==> config.mk <==
export PLATFORM = sky130hd
export DESIGN_NAME = rpa_ram
export DESIGN_NICKNAME = d
export VERILOG_FILES = /design/src/rpa_ram.sv
export SDC_FILE = /design/constraint.sdc
export NUM_CORES = 1
export LEC_CHECK = 0
export BUFFER_PORTS_ARGS = -buffer_cell sky130_fd_sc_hd__buf_2
export CAP_MARGIN = 20
export CORE_UTILIZATION = 54
export CTS_CLUSTER_SIZE = 10
export DETAILED_ROUTE_END_ITERATION = 8
export PLACE_DENSITY = 0.74
export SLEW_MARGIN = 40
export SYNTH_ARGS = -nofsm -noshare
export SYNTH_HDL_FRONTEND = slang
export SYNTH_SLANG_ARGS = --single-unit
==> constraint.sdc <==
create_clock -name i_clk -period 2.2 [get_ports i_clk]
set_clock_uncertainty 0.1 [all_clocks]
set_input_delay 0.66 -clock i_clk [delete_from_list [all_inputs] [get_ports i_clk]]
set_output_delay 0.66 -clock i_clk [all_outputs]
set_load 0.005 [all_outputs]
==> src/rpa_ram.sv <==
// Generic single-write, single-read synchronous RAM with registered read data.
`default_nettype none

module rpa_ram #(
    parameter int WIDTH = 8,
    parameter int DEPTH = 16
) (
    input  wire logic                     i_clk,
    input  wire logic                     i_we,
    input  wire logic [$clog2(DEPTH)-1:0] i_waddr,
    input  wire logic [WIDTH-1:0]         i_wdata,
    input  wire logic                     i_re,
    input  wire logic [$clog2(DEPTH)-1:0] i_raddr,
    output logic      [WIDTH-1:0]         o_rdata
);

    logic [WIDTH-1:0] r_mem [DEPTH];

    always_ff @(posedge i_clk) begin
        if (i_we) begin
            r_mem[i_waddr] <= i_wdata;
        end
        if (i_re) begin
            o_rdata <= r_mem[i_raddr];
        end
    end

endmodule

`default_nettype wire

; ---- Yosys cells after proc, flatten, opt, wreduce, memory -nomap -nowiden
; Memories as Yosys holds them, arrays and structs flattened. A register that Yosys moved wholly into a read port is not among the register bits.
; Index checks and enable logic that the tools add are counted.
[word_totals]
out_inout_bits = 8
memories = 1
input_bits = 19
reg_bits = 0
mem_bits_rw = 128
wordCells = 3
[op_classes]
muxes = 2
[memory_table]
columns = memory, depth, width, rd, rd_ports_with_merged_regs, write_ports, line
row1 = r_mem, 16, 8, 1, 1, 1, 17  ; logic [WIDTH-1:0] r_mem [DEPTH];
[op_table]
columns = operator, n
row1 = two-way mux 1 bit, 2

; ---- Longest topological paths before layout
; Gate-level depths: netlist (run 1).
[depth]
word_depth = 2
ltp_mapped = 5
depth_no_buf = 3

; ---- Least setup slack after synthesis (run 1)
; Ideal clock, no wire load.
[synth_path]
path_kind = input to register
start = in i_waddr[2]
end = mem r_mem[0][0] (enable)
stages = 2
path_buffers = 0
setup_ps = 383
slack_ps = -53
arrival_time_ps = 1770
t_required_ps = 1717
cell_sequence = or3b_2 -> nor3_1
[synth_rtl]
columns = item, line
row1 = start: declaration, 10  ; input wire logic [$clog2(DEPTH)-1:0] i_waddr,
row2 = end: declaration, 17
; Straight into the memory's write port.

; ---- Final worst setup path (run 1)
[layout_path]
start = reg o_rdata[0] (read register of r_mem)
end = out o_rdata[0]
[layout_rtl]
columns = item, line
row1 = start: declaration, 14  ; output logic [WIDTH-1:0] o_rdata
; No word-level cell between the ends.

==> results of run 1 <==
metal layers:
layer,vias up,global-route usage (%)
li1,1102,-
met3,13,5.50
met4,0,8.81
met1,1262,29.7
met2,90,35.0
met5,-,0
kinds of logic (layout without fill, tap and decap cells):
| kind of cell | Yosys count | count (layout) | share of synthesized area, % |
|---|---|---|---|
| buf+inv | 10 | 82 | 1.65 |
| mux | 32 | 32 | 14.8 |
| flops | 136 | 136 | 78.1 |
| compound gates | 16 | 16 | 2.30 |
| simple gates | 35 | 35 | 3.14 |
final timing paths:
kind / from / endpoint / slack (ns) / cells past startpoint
worst min-delay path: i_re / o_rdata[3] / 0.42 / 1
worst max-delay path: o_rdata[0] / o_rdata[0] / 0.35 / 1
worst min register to register: r_mem[14][1] / o_rdata[1] / 0.64 / 3
worst max register to register: r_mem[1][1] / o_rdata[1] / 0.58 / 3
per-stage QoR:
step / std cells / total power, W / utilization (%) / TNS (ns) / worst slack, ns
global route: 430 / 0.00605 / 66.6 / 0 / 0.310
floorplan: 229 / 0.00313 / - / 0 / 0.158
global placement: 398 / 0.00325 / 60.5 / -0.257 / -0.133
finish: 430 / 0.00587 / 66.6 / 0 / 0.353
CTS: 430 / 0.00592 / 66.6 / 0 / 0.317
detailed placement: 398 / 0.00326 / 60.5 / -0.454 / -0.169
power breakdown:
group | internal (W) | switching, W | total (W)
clock | 0.00161 | 0.00106 | 0.00267
combinational | 0.000120 | 0.000151 | 0.000270
sequential | 0.00292 | 0.0000152 | 0.00293
placed cells by master, fill, tap and decap left out, drive strengths merged:
cell type	n
and2b	1
and2	1
nand3	1
nor2	13
nand3b	2
edfxtp	136
inv	2
clkinvlp	2
buf	50
a22oi	16
clkbuf	17
nor3	4
nand2b	2
or3b	1
mux4	32
nand2	9
clkinv	9
bufinv	2
nor2b	1
final cells by class:
class                   count  share of cell area [%]
clock buffers              17                    6.67
clock inverters            15                    2.46
multi-input cells          83                    17.1
flip-flops and latches    136                    65.8
well taps                 129                    2.60
repair buffers             50                    5.40
state kept, by name (all words and copies together) (netlist names):
| register | cells |
|---|---|
| o_rdata | 8 |
| r_mem | 128 |
==> impl_results.md, run 1 <==
* Buf+Inv Stages, Crit Path at 1
* Max_cap viols at 0
* PwrDens at about 950 nW/um^2
* Final GP Congestion at 0.750
* Worst path max stage delay at 0.42 ns
* Met3 WL at between 500 and 600 um
* EDFF count, synth at between 100 and 150
* WS Path Type: flop to primary output
* IO buf count at 26
* Setup Buffers After CTS at 0
* H-tree depth at 4
* Post-synth top cells: edfxtp_1 (136), mux4_2 (18), a22oi_1 (16), mux4_1 (14), nor2_1 (13)
* Final setup violation count at 0
* Critical path fanouts, max at 1
* Die span in x at between 100 and 150 um
* WL final at 9770 um
* Yosys cell types at 18
* WL met1 at about 4200 um
* RSZ-0062 raised after global routing: no
* Status: finished, final reports clean
* Dpl hpwl at between 6000 and 7000 um
* Minimum clock period at 1.85 ns
* CP required at about 1.4 ns
* Synthesized area at 5230 um^2
* Initial Utilization at a little under three fifths
* Sequential share of the synthesized area at 78.1%
* DRC viols at 0
* Final Cell Area at 6210 um^2
* DR iter-0 viols at approximately 220
* Number of I/O pins at 27
* Synth Net Count at 248
* Root Driver: clkbuf_8
* Relative slew slack at ~73%
* Placed inst area at 5640 um^2
* DR vias at about 2.5k
* Full die area at around 10000 um^2
* Fin. Hold Viols at 0
* Clock Path Buffers at 2
* Post-DR vias/cell at about 5.7
* CP Capture Type: primary output
* Post-synthesis area per instance at about 23 um^2
* First-pass GRT wire length at ~15000 um
* Number of inserted diodes at 0
* Top-area cell type share of the netlist area at around four fifths
* Yosys warns at 0
* Die Ht at around 100 um
* Met2 routed WL at slightly below 5000 um
* CTS Buf Count at 17
* Sink Count at between 100 and 150
* Hold Path Class: primary input to flop
* Seq cells post-synth at 136
* Count leader, synth: edfxtp_1
* Crit-path slowest cell: edfxtp_1
* Global Route Usage Sum at between 20% and 30%
* Period Utilization, post-route at around 84%
* Clk_lat worst skew at 0.52 ns
* Max Fclk at 542 MHz
* Setup crit start kind: flop
* Multi-input logic area at about 1100 um^2
* Total grt overflow at 0
* Count of hold-fix buffers inserted at cts at 0
* Main synth FF type: edfxtp_1
* Fillers at 618
* Area of the core at around 9300 um^2
* Max Used Layer: met4
* Worst ir drop on vdd at 529 uV
* Arr. time, crit path at around 1.1 ns
* Post-CTS Resized at 0
* Largest area contributor in the netlist: edfxtp_1
* Area Overhead vs Synth at 18.8%
* Final worst hold slack at 0.418 ns
* Synth top area cells: edfxtp_1 (78%), mux4_2 (7.8%), mux4_1 (7.0%)
* Layout cell share with drive strength beyond 1 at 33.9%
* Seq. cell area at between 4000 and 5000 um^2
* Slew @ Worst Pin at 0.410 ns
* Vias in the first global route at 2640
* Drt first pass iters at 4
* Core Rows at 35
* CTS tree: built
* Largest net degree at the start of global routing at 24
* Initial antenna violation count at 0
* LEAKAGE at approximately 2.1 nW
* Final max-slew violation count at 0
* WL per Instance at 22.7 um
* Async SR Flop Fraction at 0%
* Critical path cell sequence: buf_2
* # nets final at between 300 and 400
* Synthesized instance count at around 230
* Critical path's top delay family: flip-flops
* Clk slew on worst S/H paths at roughly 0.060 ns
* ANT nets after route at 0
Power figures use the tool's default switching activity.
==> inputs of run 2 (changes only) <==
--- a/config.mk
+++ b/config.mk
@@ -7,10 +7,10 @@
 export LEC_CHECK = 0
 export BUFFER_PORTS_ARGS = -buffer_cell sky130_fd_sc_hd__buf_2
 export CAP_MARGIN = 20
-export CORE_UTILIZATION = 54
+export CORE_UTILIZATION = 60
 export CTS_CLUSTER_SIZE = 10
 export DETAILED_ROUTE_END_ITERATION = 8
-export PLACE_DENSITY = 0.74
+export PLACE_DENSITY = 0.78
 export SLEW_MARGIN = 40
 export SYNTH_ARGS = -nofsm -noshare
 export SYNTH_HDL_FRONTEND = slang
==> constraint.sdc (replaced) <==
create_clock -name i_clk -period 1.7 [get_ports i_clk]
set_clock_uncertainty 0.1 [all_clocks]
set_input_delay 0.51 -clock i_clk [delete_from_list [all_inputs] [get_ports i_clk]]
set_output_delay 0.51 -clock i_clk [all_outputs]
set_load 0.005 [all_outputs]
==> impl_results.md, run 2 (synthesized netlist as in run 1, its figures left out) <==
* Status: finished, final reports clean
* LEAKAGE at between 2 and 2.5 nW
* Initial Utilization at 62.7%
* Initial antenna violation count at 0
* Period Utilization, post-route at 98.8%
* DRC viols at 0
* IO buf count at 26
* Placed insts at approximately 380
* Buf+Inv Stages, Crit Path at 1
* Hold Path Class: primary input to flop
* Final setup violation count at 0
* Clock Path Buffers at 2
* PwrDens at approximately 1300 nW/um^2
* WL per Instance at 25.9 um
* Root Driver: clkbuf_8
* Final WS setup at approximately 0.021 ns
* Drt first pass iters at 4
* WS Path Type: flop to primary output
* Multi-input logic area at 1040 um^2
* Count of hold-fix buffers inserted at cts at 0
* Total grt overflow at 0
* First-pass GRT wire length at around 16000 um
* Critical path's top delay family: flip-flops
* Critical path cell sequence: buf_2
* Dpl ws at -0.411 ns
* Layout Cells excl Fill at 412
* CP Capture Type: primary output
* Area of the core at about 8300 um^2
* Max FFs per register at between 100 and 150
* Area Overhead vs Synth at 21.6%
* Layout cell share with drive strength beyond 1 at about 41%
* Fin. Hold Viols at 0
* Commonest non-fill, non-tap cell in the layout: edfxtp_1
* # nets final at 314
* Top reg by flops: r_mem
* Die Ht at approximately 95 um
* Core Rows at 33
* Crit-path slowest cell: edfxtp_1
* Max Fclk at roughly 600 MHz
* Post-CTS Resized at 0
* Most frequent cells in the layout: edfxtp_1 (136), mux4_2 (31), buf_2 (26), buf_4 (22)
* Seq. cell area at around 4100 um^2
* Worst path max stage delay at ~0.4 ns
* Dpl hpwl at 6480 um
* Post-DR vias/cell at around 6.2
* Max_cap viols at 0
* CP required at between 1 and 1.5 ns
* Number of I/O pins at 27
* WL final at between 10000 and 15000 um
* CTS Buf Count at 17
* Final max-slew violation count at 0
* RSZ-0062 raised after global routing: yes
* Clk slew on worst S/H paths at around 0.06 ns
* Worst ir drop on vdd at between 800 and 900 uV
* CTS tree: built
* Relative slew slack at approximately 45%
* H-tree depth at 4
* DR vias at about 2.6k
* Clk_lat worst skew at around 0.52 ns
* Number of inserted diodes at 0
* Vias in the first global route at ~2.6k
* Global Route Usage Sum at 26.8%
* Largest net degree at the start of global routing at 22
* Full die area at roughly 9000 um^2
* Setup crit start kind: flop
* Minimum clock period at roughly 1.7 ns
* Critical path fanouts, max at 1
* Fillers at roughly 430
* Slew @ Worst Pin at around 0.82 ns
* Top flop regs: r_mem: 128 flops, o_rdata: 8 flops
* DR iter-0 viols at ~320
* Arr. time, crit path at 1.07 ns
* Setup Buffers After CTS at 0
* Die span in x at 95.3 um
* Final GP Congestion at around 0.72
* Sink Count at approximately 140
* ANT nets after route at 0
## run 2: changes by cell type in the layout (fill, tap and decap cells not counted), sizes merged
cell	previous run	this run
bufinv	2	5
buf	50	57
inv	2	1
clkinv	9	6
## run 2: metrics by stage
| step | utilization, % | hold slack [ns] | power [W] | TNS [ns] | instance area [um^2] |
|---|---|---|---|---|---|
| after floorplan | - | 0.509 | 0.00408 | -0.976 | 5250 |
| after global placement | 68.8 | 0.627 | 0.00424 | -5.87 | 5740 |
| after detailed placement | 68.8 | 0.637 | 0.00425 | -8.75 | 5740 |
| after CTS | 76.2 | 0.254 | 0.00804 | 0 | 6350 |
| after global routing | 76.2 | 0.249 | 0.00822 | -0.0188 | 6350 |
| final | 76.2 | 0.253 | 0.00802 | 0 | 6350 |
## run 2: path summary, 6_finish.rpt
path,from,endpoint,slack (ns),depth (start not counted)
worst max-delay path,o_rdata[3],o_rdata[3],0.02,1
worst max register to register,r_mem[5][1],o_rdata[1],0.08,3
worst min register to register,r_mem[12][2],o_rdata[2],0.66,3
worst min-delay path,i_re,o_rdata[2],0.25,1
## run 2: metal layers
metal  GRT usage (%)  routed length (um)
met5               0                   0
met4            12.1                 195
met3            7.66                 770
met2            39.5                5340
met1            37.7                4390
## run 2: area by class of cell
class / count / area share (%)
multi-input cells: 83 / 16.4
repair buffers: 57 / 7.48
clock inverters: 14 / 3.23
well taps: 105 / 2.07
clock buffers: 17 / 6.52
flip-flops and latches: 136 / 64.3
## run 2: power breakdown
group	switching [W]	internal, W
clock network	0.00132	0.00251
registers	0.0000241	0.00378
logic	0.000212	0.000177
total	0.00155	0.00646
## run 2: worst reg2reg max path: stages (launching register included)
cell	delay, ns
edfxtp_1	0.39
mux4_2	0.52
a22oi_1	0.28
nand2_1	0.09
